==> src/rtl/core/ltfq_pkg.sv <==
// Package for the linked task FIFO queue: request and response payloads,
// operation and slot status codes, controller states and control structs.
// No dependencies.
package ltfq_pkg;

	// Fixed widths of the request and response fields.
	localparam int FUNC_W = 2;
	localparam int SLOT_W = 5;

	// Operation codes carried in a request.
	typedef enum logic [FUNC_W-1:0] {
		FN_ENQ     = 2'd0,
		FN_DEQ     = 2'd1,
		FN_REMOVE  = 2'd2,
		FN_RELEASE = 2'd3
	} func_t;

	// Per-slot status.
	typedef enum logic [1:0] {
		ST_UNLINKED = 2'd0,
		ST_QUEUED   = 2'd1,
		ST_RUNNING  = 2'd2
	} status_t;

	// Request payload.
	typedef struct packed {
		func_t             func;
		logic [SLOT_W-1:0] slot_id;
	} req_t;

	// Response payload.
	typedef struct packed {
		logic              ok;
		logic [SLOT_W-1:0] slot_out;
		logic              now_empty;
	} rsp_t;

	// Controller states.
	typedef enum logic [1:0] {
		S_IDLE,
		S_FETCH,
		S_EXEC,
		S_WALK
	} state_t;

	// Commands from the controller to the datapath.
	typedef struct packed {
		logic load;    // capture the request
		logic fetch;   // issue table reads, start the walk at the head
		logic exec;    // finish the request (remove: slot not found)
		logic step;    // follow one link of the remove walk
		logic rm_hit;  // remove walk found the slot: splice it out
	} cmd_t;

	// Status from the datapath to the controller.
	typedef struct packed {
		func_t func;
		logic  skip_walk;  // queue empty or slot out of range
		logic  walk_hit;   // current walk node is the slot to remove
		logic  walk_end;   // walk must stop here
	} stat_t;

endpackage

==> src/rtl/core/ltfq_ctrl.sv <==
// Controller state machine of the linked task FIFO queue.
// Depends on ltfq_pkg.
module ltfq_ctrl (
	input  logic           clk,
	input  logic           arst_n,
	input  logic           start,
	input  ltfq_pkg::stat_t stat,
	output ltfq_pkg::cmd_t cmd,
	output logic           busy
);

	ltfq_pkg::state_t state_q;
	ltfq_pkg::state_t state_n;

	// State register.
	always_ff @(posedge clk or negedge arst_n) begin
		if (!arst_n) begin
			state_q <= ltfq_pkg::S_IDLE;
		end else begin
			state_q <= state_n;
		end
	end

	// Next state and commands.
	always_comb begin
		state_n = state_q;
		cmd     = '0;
		case (state_q)
			ltfq_pkg::S_IDLE: begin
				if (start) begin
					cmd.load = 1'b1;
					state_n  = ltfq_pkg::S_FETCH;
				end
			end
			ltfq_pkg::S_FETCH: begin
				cmd.fetch = 1'b1;
				if (stat.func == ltfq_pkg::FN_REMOVE && !stat.skip_walk) begin
					state_n = ltfq_pkg::S_WALK;
				end else begin
					state_n = ltfq_pkg::S_EXEC;
				end
			end
			ltfq_pkg::S_EXEC: begin
				cmd.exec = 1'b1;
				state_n  = ltfq_pkg::S_IDLE;
			end
			ltfq_pkg::S_WALK: begin
				if (stat.walk_hit) begin
					cmd.rm_hit = 1'b1;
					state_n    = ltfq_pkg::S_IDLE;
				end else if (stat.walk_end) begin
					cmd.exec = 1'b1;
					state_n  = ltfq_pkg::S_IDLE;
				end else begin
					cmd.step = 1'b1;
				end
			end
			default: begin
				state_n = ltfq_pkg::S_IDLE;
			end
		endcase
	end

	assign busy = (state_q != ltfq_pkg::S_IDLE);

endmodule

==> src/rtl/core/ltfq_datapath.sv <==
// Datapath of the linked task FIFO queue: link and status tables, head,
// tail and empty registers, remove walk registers and the response register.
// Depends on ltfq_pkg.
module ltfq_datapath #(
	parameter int NUM_SLOTS = 32
) (
	input  logic            clk,
	input  logic            arst_n,
	input  ltfq_pkg::req_t  req,
	input  ltfq_pkg::cmd_t  cmd,
	output ltfq_pkg::stat_t stat,
	output logic            done,
	output ltfq_pkg::rsp_t  rsp
);

	localparam int IDX_W = (NUM_SLOTS > 1) ? $clog2(NUM_SLOTS) : 1;
	localparam int WW    = (IDX_W > ltfq_pkg::SLOT_W) ? IDX_W : ltfq_pkg::SLOT_W;
	localparam int SW    = $clog2(NUM_SLOTS + 1);

	// Tables.
	logic [IDX_W-1:0]  link_mem [NUM_SLOTS];
	ltfq_pkg::status_t stat_mem [NUM_SLOTS];
	logic [NUM_SLOTS-1:0] stat_vld_q;

	// Request and queue registers.
	ltfq_pkg::req_t   req_q;
	logic [IDX_W-1:0] head_q;
	logic [IDX_W-1:0] tail_q;
	logic             empty_q;

	// Walk registers.
	logic [IDX_W-1:0] cur_q;
	logic [IDX_W-1:0] pred_q;
	logic             has_pred_q;
	logic [SW-1:0]    steps_q;

	// Table read data.
	logic [IDX_W-1:0]  link_rd_q;
	ltfq_pkg::status_t stat_mem_rd_q;
	logic              vld_rd_q;
	ltfq_pkg::status_t stat_rd;

	// Response register.
	logic           done_q;
	ltfq_pkg::rsp_t rsp_q;

	// Decoded request.
	logic [WW-1:0]    id_w;
	logic [IDX_W-1:0] s_idx;
	logic             in_range;
	logic [WW-1:0]    head_w;

	// Next values and table writes.
	logic                      ok;
	logic [ltfq_pkg::SLOT_W-1:0] slot_o;
	logic                      empty_n;
	logic [IDX_W-1:0]          head_n;
	logic [IDX_W-1:0]          tail_n;
	logic                      link_we;
	logic [IDX_W-1:0]          link_wa;
	logic [IDX_W-1:0]          link_wd;
	logic [IDX_W-1:0]          link_ra;
	logic                      stat_we;
	logic [IDX_W-1:0]          stat_wa;
	ltfq_pkg::status_t         stat_wd;

	// Walk conditions.
	logic walk_bound;
	logic walk_oor;

	assign id_w     = WW'(req_q.slot_id);
	assign s_idx    = id_w[IDX_W-1:0];
	assign in_range = int'(req_q.slot_id) < NUM_SLOTS;
	assign head_w   = WW'(head_q);

	// Request capture.
	always_ff @(posedge clk) begin
		if (cmd.load) begin
			req_q <= req;
		end
	end

	// Link table: one registered read, one write. During the walk the read
	// follows the link just returned, so each cycle sees link_next[cur].
	assign link_ra = cmd.step ? link_rd_q : head_q;

	always_ff @(posedge clk) begin
		link_rd_q <= link_mem[link_ra];
		if (link_we) begin
			link_mem[link_wa] <= link_wd;
		end
	end

	// Status table with per-slot valid bits; an unwritten slot reads unlinked.
	always_ff @(posedge clk) begin
		stat_mem_rd_q <= stat_mem[s_idx];
		if (stat_we) begin
			stat_mem[stat_wa] <= stat_wd;
		end
	end

	always_ff @(posedge clk or negedge arst_n) begin
		if (!arst_n) begin
			stat_vld_q <= '0;
			vld_rd_q   <= 1'b0;
		end else begin
			vld_rd_q <= stat_vld_q[s_idx];
			if (stat_we) begin
				stat_vld_q[stat_wa] <= 1'b1;
			end
		end
	end

	assign stat_rd = vld_rd_q ? stat_mem_rd_q : ltfq_pkg::ST_UNLINKED;

	// Operation outcome, queue updates and table writes.
	always_comb begin
		ok      = 1'b0;
		slot_o  = req_q.slot_id;
		empty_n = empty_q;
		head_n  = head_q;
		tail_n  = tail_q;
		link_we = 1'b0;
		link_wa = tail_q;
		link_wd = s_idx;
		stat_we = 1'b0;
		stat_wa = s_idx;
		stat_wd = ltfq_pkg::ST_UNLINKED;
		if (cmd.rm_hit) begin
			// Splice the found slot out; link_rd_q holds its next pointer.
			ok      = 1'b1;
			stat_we = 1'b1;
			if (!has_pred_q) begin
				if (s_idx == tail_q) begin
					empty_n = 1'b1;
				end else begin
					head_n = link_rd_q;
				end
			end else begin
				if (s_idx == tail_q) begin
					tail_n = pred_q;
				end else begin
					link_we = 1'b1;
					link_wa = pred_q;
					link_wd = link_rd_q;
				end
			end
		end else if (cmd.exec) begin
			case (req_q.func)
				ltfq_pkg::FN_ENQ: begin
					if (in_range && stat_rd == ltfq_pkg::ST_UNLINKED) begin
						ok      = 1'b1;
						stat_we = 1'b1;
						stat_wd = ltfq_pkg::ST_QUEUED;
						tail_n  = s_idx;
						empty_n = 1'b0;
						if (empty_q) begin
							head_n = s_idx;
						end else begin
							link_we = 1'b1;
						end
					end
				end
				ltfq_pkg::FN_DEQ: begin
					if (!empty_q) begin
						ok      = 1'b1;
						slot_o  = head_w[ltfq_pkg::SLOT_W-1:0];
						stat_we = 1'b1;
						stat_wa = head_q;
						stat_wd = ltfq_pkg::ST_RUNNING;
						if (head_q == tail_q) begin
							empty_n = 1'b1;
						end else begin
							head_n = link_rd_q;
						end
					end
				end
				ltfq_pkg::FN_REMOVE: begin
					// Not found: the slot still becomes unlinked.
					stat_we = in_range;
				end
				ltfq_pkg::FN_RELEASE: begin
					if (in_range && stat_rd == ltfq_pkg::ST_RUNNING) begin
						ok      = 1'b1;
						stat_we = 1'b1;
					end
				end
				default: begin
					ok = 1'b0;
				end
			endcase
		end
	end

	// Queue registers.
	always_ff @(posedge clk or negedge arst_n) begin
		if (!arst_n) begin
			head_q  <= '0;
			tail_q  <= '0;
			empty_q <= 1'b1;
		end else begin
			head_q  <= head_n;
			tail_q  <= tail_n;
			empty_q <= empty_n;
		end
	end

	// Remove walk registers.
	always_ff @(posedge clk or negedge arst_n) begin
		if (!arst_n) begin
			cur_q      <= '0;
			pred_q     <= '0;
			has_pred_q <= 1'b0;
			steps_q    <= '0;
		end else if (cmd.fetch) begin
			cur_q      <= head_q;
			has_pred_q <= 1'b0;
			steps_q    <= '0;
		end else if (cmd.step) begin
			pred_q     <= cur_q;
			cur_q      <= link_rd_q;
			has_pred_q <= 1'b1;
			steps_q    <= steps_q + SW'(1);
		end
	end

	// Walk status toward the controller.
	assign walk_bound = (steps_q == SW'(NUM_SLOTS));
	assign walk_oor   = int'(cur_q) >= NUM_SLOTS;

	always_comb begin
		stat.func      = req_q.func;
		stat.skip_walk = empty_q || !in_range;
		stat.walk_hit  = !walk_bound && !walk_oor && (cur_q == s_idx);
		stat.walk_end  = walk_bound || walk_oor || (cur_q == tail_q);
	end

	// Response register and strobe.
	always_ff @(posedge clk or negedge arst_n) begin
		if (!arst_n) begin
			done_q <= 1'b0;
		end else begin
			done_q <= cmd.exec || cmd.rm_hit;
		end
	end

	always_ff @(posedge clk) begin
		if (cmd.exec || cmd.rm_hit) begin
			rsp_q.ok        <= ok;
			rsp_q.slot_out  <= slot_o;
			rsp_q.now_empty <= empty_n;
		end
	end

	assign done = done_q;
	assign rsp  = rsp_q;

endmodule

==> src/rtl/core/linked_task_fifo_queue_core.sv <==
// Top level of the linked task FIFO queue: controller plus datapath.
// Depends on ltfq_pkg, ltfq_ctrl and ltfq_datapath.
//
//   channel   | handshake          | payload         | accepted when
//   ----------+--------------------+-----------------+-----------------------
//   request   | start / busy       | req  (req_t)    | start && !busy at clk
//   response  | done (one cycle)   | rsp  (rsp_t)    | every cycle done is high
//
// An accepted request runs through the fetch state and then the exec state. A remove
// with an in-range slot and a non-empty queue walks instead, one link per cycle from the
// head, and stops at the slot, at the tail or when NUM_SLOTS links have been walked.
// Done is registered from the final step and is high as the block returns to idle.
// Reset clears the status valid bits, head, tail and the empty flag at once, with
// no clearing pass. The response side cannot stall.
module linked_task_fifo_queue_core #(
	parameter int NUM_SLOTS = 32
) (
	input  logic           clk,
	input  logic           arst_n,
	input  logic           start,
	output logic           busy,
	input  ltfq_pkg::req_t req,
	output logic           done,
	output ltfq_pkg::rsp_t rsp
);

	ltfq_pkg::cmd_t  cmd;
	ltfq_pkg::stat_t stat;

	// Sequencing.
	ltfq_ctrl u_ctrl (
		.clk    (clk),
		.arst_n (arst_n),
		.start  (start),
		.stat   (stat),
		.cmd    (cmd),
		.busy   (busy)
	);

	// Tables and queue registers.
	ltfq_datapath #(
		.NUM_SLOTS (NUM_SLOTS)
	) u_dp (
		.clk    (clk),
		.arst_n (arst_n),
		.req    (req),
		.cmd    (cmd),
		.stat   (stat),
		.done   (done),
		.rsp    (rsp)
	);

endmodule

==> config.mk <==
export PLATFORM = sky130hd
export DESIGN_NAME = linked_task_fifo_queue_core
export DESIGN_NICKNAME = d
export VERILOG_FILES = /design/src/rtl/core/ltfq_pkg.sv /design/src/rtl/core/ltfq_ctrl.sv /design/src/rtl/core/ltfq_datapath.sv /design/src/rtl/core/linked_task_fifo_queue_core.sv
export SDC_FILE = /design/constraint.sdc
export NUM_CORES = 1
export LEC_CHECK = 0
export ABC_CLOCK_PERIOD_IN_PS = 4910
export BUFFER_PORTS_ARGS = -buffer_cell sky130_fd_sc_hd__clkbuf_2
export CAP_MARGIN = 30
export CORE_MARGIN = 2
export CORE_UTILIZATION = 55
export CTS_BUF_LIST = sky130_fd_sc_hd__clkbuf_8 sky130_fd_sc_hd__clkbuf_16
export DETAILED_ROUTE_END_ITERATION = 6
export GPL_ROUTABILITY_DRIVEN = 0
export PLACE_DENSITY = 0.77
export SYNTH_ARGS = -nofsm -noshare
export SYNTH_HDL_FRONTEND = slang
export SYNTH_SLANG_ARGS = --single-unit
==> constraint.sdc <==
create_clock -name clk -period 4.91 [get_ports clk]
set_input_delay 0 -clock clk [delete_from_list [all_inputs] [get_ports clk]]
set_output_delay 0 -clock clk [all_outputs]
set_load 0.1 [all_outputs]
==> results of run 1 <==
cells in the mapped netlist (9+ instances only):
master,instances
buf_2,19
nor3_1,38
nand2_1,122
a31oi_1,19
a22o_1,33
nand3_1,14
inv_1,12
mux2_2,41
xnor2_1,10
nor3b_1,14
a221o_1,29
o22ai_1,14
o21ai_0,23
edfxtp_1,238
mux2i_1,27
buf_1,10
nor2_1,24
a32oi_1,9
dfrtp_1,63
a21oi_1,21
clkbuf_1,23
xor2_1,10
mux4_2,30
registers in the layout, indices dropped and copies added (netlist names), 2 cells and up:
signal	cells
u_dp.stat	2
u_ctrl.state_q	2
u_dp.steps_q	6
u_dp.rsp	7
u_dp.cur_q	5
u_dp.pred_q	5
u_dp.id_w	5
u_dp.link_mem	160
u_dp.stat_vld_q	32
u_dp.stat_mem	64
u_dp.stat_mem_rd_q	2
u_dp.head_q	5
u_dp.tail_q	5
u_dp.link_rd_q	5
stage by stage:
| step | area [sq um] | setup WS (ps) | cells |
|---|---|---|---|
| 2_1_floorplan | 13800 | 1310 | 972 |
| 3_3_place_gp | 14100 | 1040 | 1274 |
| 3_5_place_dp | 14200 | 944 | 1281 |
| 4_1_cts | 15300 | 836 | 1348 |
| 5_1_grt | 15300 | 441 | 1348 |
| 6_report | 15300 | 733 | 1348 |
worst min path at each step:
| stage | endpoint | slack (ps) | depth (start not counted) |
|---|---|---|---|
| after global routing | u_dp.id_w[3] | 150 | 2 |
| after detailed placement | u_dp.id_w[4] | 180 | 1 |
| after global placement | u_dp.stat[4] | 180 | 1 |
| after floorplan | u_ctrl.state_q[0] | -300 | 0 |
| final | u_dp.id_w[3] | 150 | 2 |
| after CTS | u_dp.id_w[1] | 130 | 2 |
cells by family (layout without fill, tap and decap cells):
kind of cell             count (synthesis)  in the layout  share of synthesized area, %
AO/OA/AOI/OAI                          187            187                          10.2
AND/OR/NAND/NOR                        276            276                          10.4
XOR/XNOR                                22             22                          1.51
buffers and inverters                   77            129                          2.69
adder cells (fa/ha/maj)                  2              2                         0.182
flip-flops                             309            309                          64.6
multiplexers                            99             99                          10.4
what timing repair did:
item,CTS,global route
hold buffers,9,0
resized for setup,0,0
hold endpoints to repair,78,0
power groups by stage:
stage                     sequential, mW  clock [mW]  combinational, mW
final                               3.65        2.27               2.72
after global routing                3.67        2.40               2.91
after CTS                           3.62        2.29               2.69
after detailed placement            3.66           0               2.66
after global placement              3.65           0               2.58
after floorplan                     3.60           0               2.01
cell type report:
type / instances / area [sq um] / area share (%)
Inverter: 13 / 48.8 / 0.319
Multi-Input combinational cell: 586 / 4500 / 29.5
Timing Repair Buffer: 58 / 444 / 2.91
Sequential cell: 309 / 8890 / 58.2
Clock buffer: 34 / 817 / 5.35
Clock inverter: 24 / 174 / 1.14
Tap cell: 324 / 405 / 2.65
per-layer routing:
metal,GRT usage [%],share of wire [%]
met3,5.21,9.0
met4,6.76,1.8
met2,40.9,48
met5,0,0
met1,35.6,41
==> metrics.md, run 1 <==
| Metric | Value |
|---|---|
| CTS tree | done |
| Asr flop ratio synth | 20.7% |
| R2R Path End | u_dp.link_mem[4][2] |
| Share of total power in sequential cells | 42.2% |
| Vias per cell | 6.53 |
| # Post-CTS Setup Buffers | 0 |
| Core Util, Final | 62.5% |
| Element type at the critical path start | flop |
| Pwr dens | 566 nW/um^2 |
| Area leader, netlist | edfxtp_1 |
| Chip Height | 162 microns |
| Fin Setup TNS | 0 ps |
| Final setup viols | 0 |
| Die width | 162 microns |
| Area of the core | 24500 sq um |
| TritonRoute pass-1 iters | 7 |
| Vias in the first global route | 8849 |
| Max Root-Sink Buffers | 3 |
| Crit. End Element | flop |
| Worst reg2reg path depth | 10 |
| Reg-to-reg slack, setup | 730 ps |
| Top cells by area, synth | edfxtp_1, dfrtp_1, mux4_2 |
| Fin Clk Skew | 32.1 ps |
| Clock Tree Root | clkbuf_16 |
| Die ar. | 26300 sq um |
| Final HPWL DP | 20700 microns |
| RSZ-0062 raised after global routing | false |
| Max-Cap Viols | 0 |
| Post-synth EDFFs | 238 |
| FF-to-FF Start | u_dp.id_w[4] |
| Sw frac | 36.0% |
| CP arrival | 4380 ps |
| WP buf/inv | 1 |
| Antenna viol nets, final | 0 |
| Worst-Skew Late Latency | 570 ps |
| Largest delay share family, worst path | simple AND/OR/NAND/NOR gates |
| # port buffers | 18 |
| Worst stage delay on the critical path | 850 ps |
| Yosys cell types | 70 |
| Pwr Total | 8.65 mW |
| Clock share of power | 26.3% |
| Crit Path Max Fanout | 25 |
| Fraction of layout cells with a size suffix above 1 | 19.0% |
| Remaining DRCs | 0 |
| Most frequent cell on the critical path | o21ai_1 |
| Final Hold Fails | 0 |
| Syn Inst Count | 972 |
| Least-Margin Pin Slew | 1050 ps |
| Yosys top cell area share | 52.0% |
| Sw Pwr | 3.12 mW |
| Sequential-to-total area share from yosys stat | 64.6% |
| Power Internal | 5.53 mW |
| Syn-to-layout area delta | 11.1% |
| Global-route wire length before repair | 51300 microns |
| CTS Buf Count | 31 |
| Combinational share of power | 31.5% |
| Slew Viols, Final | 0 |
| Worst Setup SP | u_dp.id_w[4] |
| Hold Crit Class | input pin to flop |
| Synthesized net count | 984 |
| Pin count of the biggest net entering global routing | 65 |
| Slew headroom | 29.6% |
| Yosys warnings | 0 |
| Fin crit share | 85.1% |
| Post-synthesis register bit count | 309 |
| Leak | 5.55 nW |
| Total number of vias | 8800 |
| Max VDD drop | 0.000438 V |
| Post-route minimum period | 4180 ps |
| Max frequency | 239 MHz |
| Top FF cell, synth | edfxtp_1 |
| Io pins | 19 |
| Antenna violations before repair | 0 |
| Worst Path Required | 5110 ps |
| Fillcell total | 1722 |
| Most common cell after layout, fill and taps aside | edfxtp_1 |
| Critical-path top delay cell | nor3_1 |
| Critical path depth | 10 |
| Hold_ws | 152 ps |
| Initial DRC count | 1207 |
| CP Cell Sequence | buf_4 -> xnor2_1 -> nand3_2 -> nor3_2 -> nand3_1 -> nor2_1 -> nand2_1 -> o21ai_1 -> o21ai_1 -> nor3_1 |
| Starting density of the core | 56.2% |
| Crit path to | u_dp.link_mem[4][2] |
| Post-Route WL | 33100 microns |
| Mapped Area | 13800 sq um |
| Row Count | 57 |
| Clock transition at the registers of the reported paths | 60 ps |
| Worst Setup Path Type | flop to flop |
| Routed len/inst | 24.5 microns |
| Layout Nets | 1011 |
| CTS sink count | 309 |
| Commonest non-fill, non-tap cells in the layout | edfxtp_1, nand2_1, dfrtp_1 |
| Syn Area/Cell | 14.1 sq um |
| Status | complete, no violations |
| Overflow after GRT | 0 |
| Gr usage total | 25.4% |
| # H-tree levels | 1 |
| Ant. Diodes | 0 |
| Hold path start | req[3] |
Note: power is estimated with default switching activity, not from simulation.
==> run 2: changes to the inputs <==
CORE_MARGIN = unset   (was 2)
==> metrics.md, run 2 (synthesized netlist as in run 1, its figures left out) <==
| Metric | Value |
|---|---|
| # H-tree levels | 1 |
| Status | complete, no violations |
| Fraction of layout cells with a size suffix above 1 | 19.1% |
| Commonest non-fill, non-tap cells in the layout | edfxtp_1, nand2_1, dfrtp_1 |
| Worst Setup Path Type | flop to flop |
| Global-route wire length before repair | 52400 microns |
| Core Util, Final | 62.5% |
| Max frequency | 245 MHz |
| R2R Path End | u_dp.link_mem[13][1] |
| Clock Tree Root | clkbuf_16 |
| Vias in the first global route | 8919 |
| TritonRoute pass-1 iters | 6 |
| Element type at the critical path start | flop |
| Post-Route WL | 33400 microns |
| Initial DRC count | 1133 |
| Fin crit share | 83.0% |
| Row Count | 57 |
| Vias per cell | 6.66 |
| Die width | 160 microns |
| Least-Margin Pin Slew | 1110 ps |
| Worst Path Required | 5080 ps |
| Starting density of the core | 56.4% |
| CP arrival | 4250 ps |
| Final HPWL DP | 20600 microns |
| Max VDD drop | 0.000503 V |
| Leak | 5.48 nW |
| Number of flip-flops in the largest register | 160 |
| Gr usage total | 26.7% |
| Final setup viols | 0 |
| Combinational share of power | 31.5% |
| Most frequent cell on the critical path | o21ai_1 |
| Power Internal | 5.58 mW |
| Top reg by flops | u_dp.link_mem |
| Antenna violations before repair | 0 |
| Fin Setup TNS | 0 ps |
| Hold Crit Class | input pin to async pin |
| Final instance area | 15200 sq um |
| Die ar. | 25600 sq um |
| Crit. End Element | flop |
| Max-Cap Viols | 0 |
| Slew Viols, Final | 0 |
| CTS sink count | 309 |
| Total number of vias | 8962 |
| Sw Pwr | 3.12 mW |
| Antenna viol nets, final | 0 |
| Overflow after GRT | 0 |
| Worst stage delay on the critical path | 780 ps |
| Critical path depth | 10 |
| Pin count of the biggest net entering global routing | 65 |
| # port buffers | 18 |
| Slew headroom | 25.7% |
| Pwr dens | 571 nW/um^2 |
| Crit Path Max Fanout | 18 |
| CTS tree | done |
| Fin Clk Skew | 10.4 ps |
| WP buf/inv | 1 |
| Syn-to-layout area delta | 10.8% |
| RSZ-0062 raised after global routing | false |
| Remaining DRCs | 0 |
| Placed cell area | 14200 sq um |
| Chip Height | 160 microns |
| Clock share of power | 26.7% |
| Layout Nets | 1009 |
| Regs by FF count | u_dp.link_mem (160), u_dp.stat_mem (64), u_dp.stat_vld_q (32) |
| Worst Setup SP | u_dp.steps_q[0] |
| FF-to-FF Start | u_dp.steps_q[0] |
| Reg-to-reg slack, setup | 840 ps |
| Critical-path top delay cell | nor3b_1 |
| Post-route minimum period | 4070 ps |
| Worst reg2reg path depth | 10 |
| Most common cell after layout, fill and taps aside | edfxtp_1 |
| Largest delay share family, worst path | simple AND/OR/NAND/NOR gates |
| Pwr Total | 8.70 mW |
| CTS Buf Count | 31 |
| # Post-CTS Setup Buffers | 0 |
| Clock transition at the registers of the reported paths | 60 ps |
| Io pins | 19 |
| Crit path to | u_dp.link_mem[13][1] |
| Share of total power in sequential cells | 41.8% |
| Ant. Diodes | 0 |
| Final Hold Fails | 0 |
| Routed len/inst | 24.9 microns |
| Max Root-Sink Buffers | 3 |
| Area of the core | 24400 sq um |
| Worst-Skew Late Latency | 550 ps |
| Sw frac | 35.8% |
| CP Cell Sequence | inv_1 -> ha_1 -> and4b_1 -> nor3_2 -> nand3_1 -> nor2_1 -> nand2_1 -> o21ai_1 -> o21ai_1 -> nor3b_1 |
==> run 2: cell count changes in the layout (fill, tap and decap cells not counted), moves of 3 or more <==
| cell | delta |
|---|---|
| inv_1 | -10 |
| clkinv_1 | +7 |
| buf_4 | +4 |
| clkinv_2 | +4 |
| clkbuf_8 | -3 |
==> run 2: area by class of cell <==
cell class,instances,area (sq um)
multi-input cells,586,4500
inverters,13,48.8
fillers,1782,9150
well taps,324,405
repair buffers,56,395
flip-flops and latches,309,8890
clock buffers,31,776
clock inverters,26,220
==> run 2: worst min-delay path by stage <==
stage	startpoint	end
after floorplan	arst_n	u_ctrl.state_q[0]
after global placement	req[6]	u_dp.stat[4]
after detailed placement	req[5]	u_dp.stat[3]
after CTS	req[3]	u_dp.id_w[3]
after global routing	req[3]	u_dp.id_w[3]
final	arst_n	u_dp.stat_vld_q[20]
==> run 2: power groups by stage <==
stage	combinational (mW)	sequential (mW)	clock, mW
detailed placement	2.67	3.66	0
global placement	2.62	3.65	0
CTS	2.71	3.62	2.35
floorplan	2.01	3.60	0
global route	2.92	3.67	2.45
finish	2.74	3.64	2.32
==> run 2: layer usage <==
metal / track usage [%] / routed length, microns
met5: 0 / 0
met3: 4.94 / 3160
met4: 8.44 / 883
met2: 42.9 / 16200
met1: 37.1 / 13100
==> run 2: tightest hold or removal path, cell delays in order <==
cell and delay, ps:
dlygate4sd3_1 520, buf_2 100, buf_4 620
==> run 2: what timing repair did <==
| action | CTS | global route |
|---|---|---|
| hold buffers | 9 | 0 |
| endpoints found under the hold margin | 78 | 0 |
| resized for setup | 0 | 0 |
==> run 2: per-stage QoR <==
stage / worst slack (ps) / hold slack (ps) / std cells
4_1_cts: 935 / 162 / 1345
2_1_floorplan: 1310 / -296 / 972
6_report: 836 / 162 / 1345
3_5_place_dp: 969 / 181 / 1279
5_1_grt: 485 / 174 / 1345
3_3_place_gp: 1210 / 182 / 1278
==> run 3: changes to the inputs <==
ABC_CLOCK_PERIOD_IN_PS = 3420   (was 4910)
PLACE_DENSITY = 0.8   (was 0.77)
clock period = 3.42 ns   (was 4.91 ns; I/O delays follow)
==> metrics.md, run 3 (synthesized netlist as in run 1, its figures left out) <==
| Metric | Value |
|---|---|
| Status | complete, no violations |
| Antenna violations before repair | 0 |
| Syn-to-layout area delta | 14.5% |
| Vias per cell | 6.62 |
| Global-route wire length before repair | 52600 microns |
| Slew headroom | 38.3% |
| Starting density of the core | 56.4% |
| Fin crit share | 94.8% |
| CTS Buf Count | 34 |
| Slew Viols, Final | 0 |
| Core Util, Final | 64.5% |
| Gr usage total | 26.8% |
| Regs by FF count | u_dp.link_mem (160), u_dp.stat_mem (64), u_dp.stat_vld_q (32) |
| Final setup viols | 0 |
| Pin count of the biggest net entering global routing | 58 |
| Clock Tree Root | clkbuf_16 |
| Fin Clk Skew | 30.8 ps |
| Max frequency | 308 MHz |
| Crit. End Element | flop |
| Fillcell total | 1644 |
| CTS tree | done |
| # H-tree levels | 2 |
| Overflow after GRT | 0 |
| Worst-Skew Late Latency | 520 ps |
| TritonRoute pass-1 iters | 6 |
| Vias in the first global route | 9233 |
| Fraction of layout cells with a size suffix above 1 | 23.1% |
| Chip Height | 160 microns |
| Post-Route WL | 33800 microns |
| Area of the core | 24400 sq um |
| CTS sink count | 309 |
| Final HPWL DP | 20600 microns |
| Ant. Diodes | 0 |
| Remaining DRCs | 0 |
| Max VDD drop | 0.000603 V |
| Initial DRC count | 1331 |
| Least-Margin Pin Slew | 899 ps |
| Most common cell after layout, fill and taps aside | edfxtp_1 |
| Routed len/inst | 24.2 microns |
| Final Hold Fails | 0 |
| Die width | 160 microns |
| RSZ-0062 raised after global routing | false |
| Worst Path Required | 3820 ps |
| Worst Setup Path Type | flop to flop |
| Commonest non-fill, non-tap cells in the layout | edfxtp_1, nand2_1, buf_4 |
| Hold Crit Class | input pin to async pin |
| Clock transition at the registers of the reported paths | 60 ps |
| Hold_ws | 81.2 ps |
| Io pins | 19 |
| # Post-CTS Setup Buffers | 0 |
| CP arrival | 3640 ps |
| Top reg by flops | u_dp.link_mem |
| Antenna viol nets, final | 0 |
| Max Root-Sink Buffers | 3 |
| Number of flip-flops in the largest register | 160 |
| Leak | 5.81 nW |
| Layout Nets | 1058 |
| Total number of vias | 9241 |
| Pwr Total | 12.9 mW |
| Max-Cap Viols | 0 |
| Row Count | 57 |
| Element type at the critical path start | flop |
| Die ar. | 25600 sq um |
| Pwr dens | 818 nW/um^2 |
| Crit Path Max Fanout | 10 |
| # port buffers | 18 |
| Post-route minimum period | 3240 ps |
==> run 3: changes by cell type in the layout (fill, tap and decap cells not counted), sizes merged <==
cell and delta:
buf +45, clkbuf +8, inv +6, clkinv -5, bufinv -2, clkinvlp -1
==> run 3: report_power, final <==
group | switching (mW) | internal (mW) | leakage, nW
sequential | 0.610 | 4.63 | 3.03
clock | 1.45 | 2.11 | 0.577
combinational | 2.54 | 1.52 | 2.20
==> run 3: timing repair <==
| item | in CTS | in global routing |
|---|---|---|
| endpoints found under the setup margin | 0 | 100 |
| hold endpoints to repair | 44 | 0 |
| hold buffers | 9 | 0 |
| gates resized for setup | 0 | 7 |
==> run 3: layout make-up <==
class	instances	area, sq um	share of cell area, %
Timing Repair Buffer	102	753	4.79
Inverter	13	48.8	0.310
Sequential cell	309	8890	56.5
Clock inverter	24	185	1.18
Clock buffer	38	928	5.90
Multi-Input combinational cell	586	4530	28.8
Tap cell	324	405	2.58
==> run 3: worst max-delay path, stage by stage, from the launching register on <==
cell and delay, ps:
dfrtp_1 380, inv_1 90, ha_1 190, and4b_1 240
a31oi_1 300, nand2_1 330, o41ai_1 700, nand2_1 320
o22ai_1 310, a311oi_1 90, and4_1 200
==> run 3: final timing paths <==
kind                                      from             endpoint  slack [ps]  cells past startpoint
max in group asynchronous               arst_n         u_dp.empty_q        2510                      3
setup / recovery               u_dp.steps_q[0]    u_dp.link_rd_q[3]         180                     10
min in group clk                        req[1]         u_dp.id_w[1]         210                      2
setup reg to reg               u_dp.steps_q[0]    u_dp.link_rd_q[3]         180                     10
hold reg to reg            u_dp.stat_vld_q[24]  u_dp.stat_vld_q[24]         470                      1
hold / removal                          arst_n  u_dp.stat_vld_q[24]          80                      2
==> run 3: metal layers <==
| layer | GRT usage, % | vias up | share of wire [%] |
|---|---|---|---|
| met4 | 10.4 | 0 | 3.1 |
| met2 | 42.6 | 673 | 48 |
| met3 | 4.65 | 105 | 11 |
| met1 | 37.1 | 4524 | 39 |
| li1 | - | 3939 | - |
| met5 | 0 | - | 0 |
==> run 3: per-stage QoR <==
step	area, sq um	TNS [ps]	instances	setup slack (ps)
2_1_floorplan	13800	-11530	972	-180
3_3_place_gp	14500	0	1320	255
3_5_place_dp	14500	0	1322	45.0
4_1_cts	15700	0	1393	35.3
5_1_grt	15700	0	1396	39.1
6_report	15700	0	1396	177
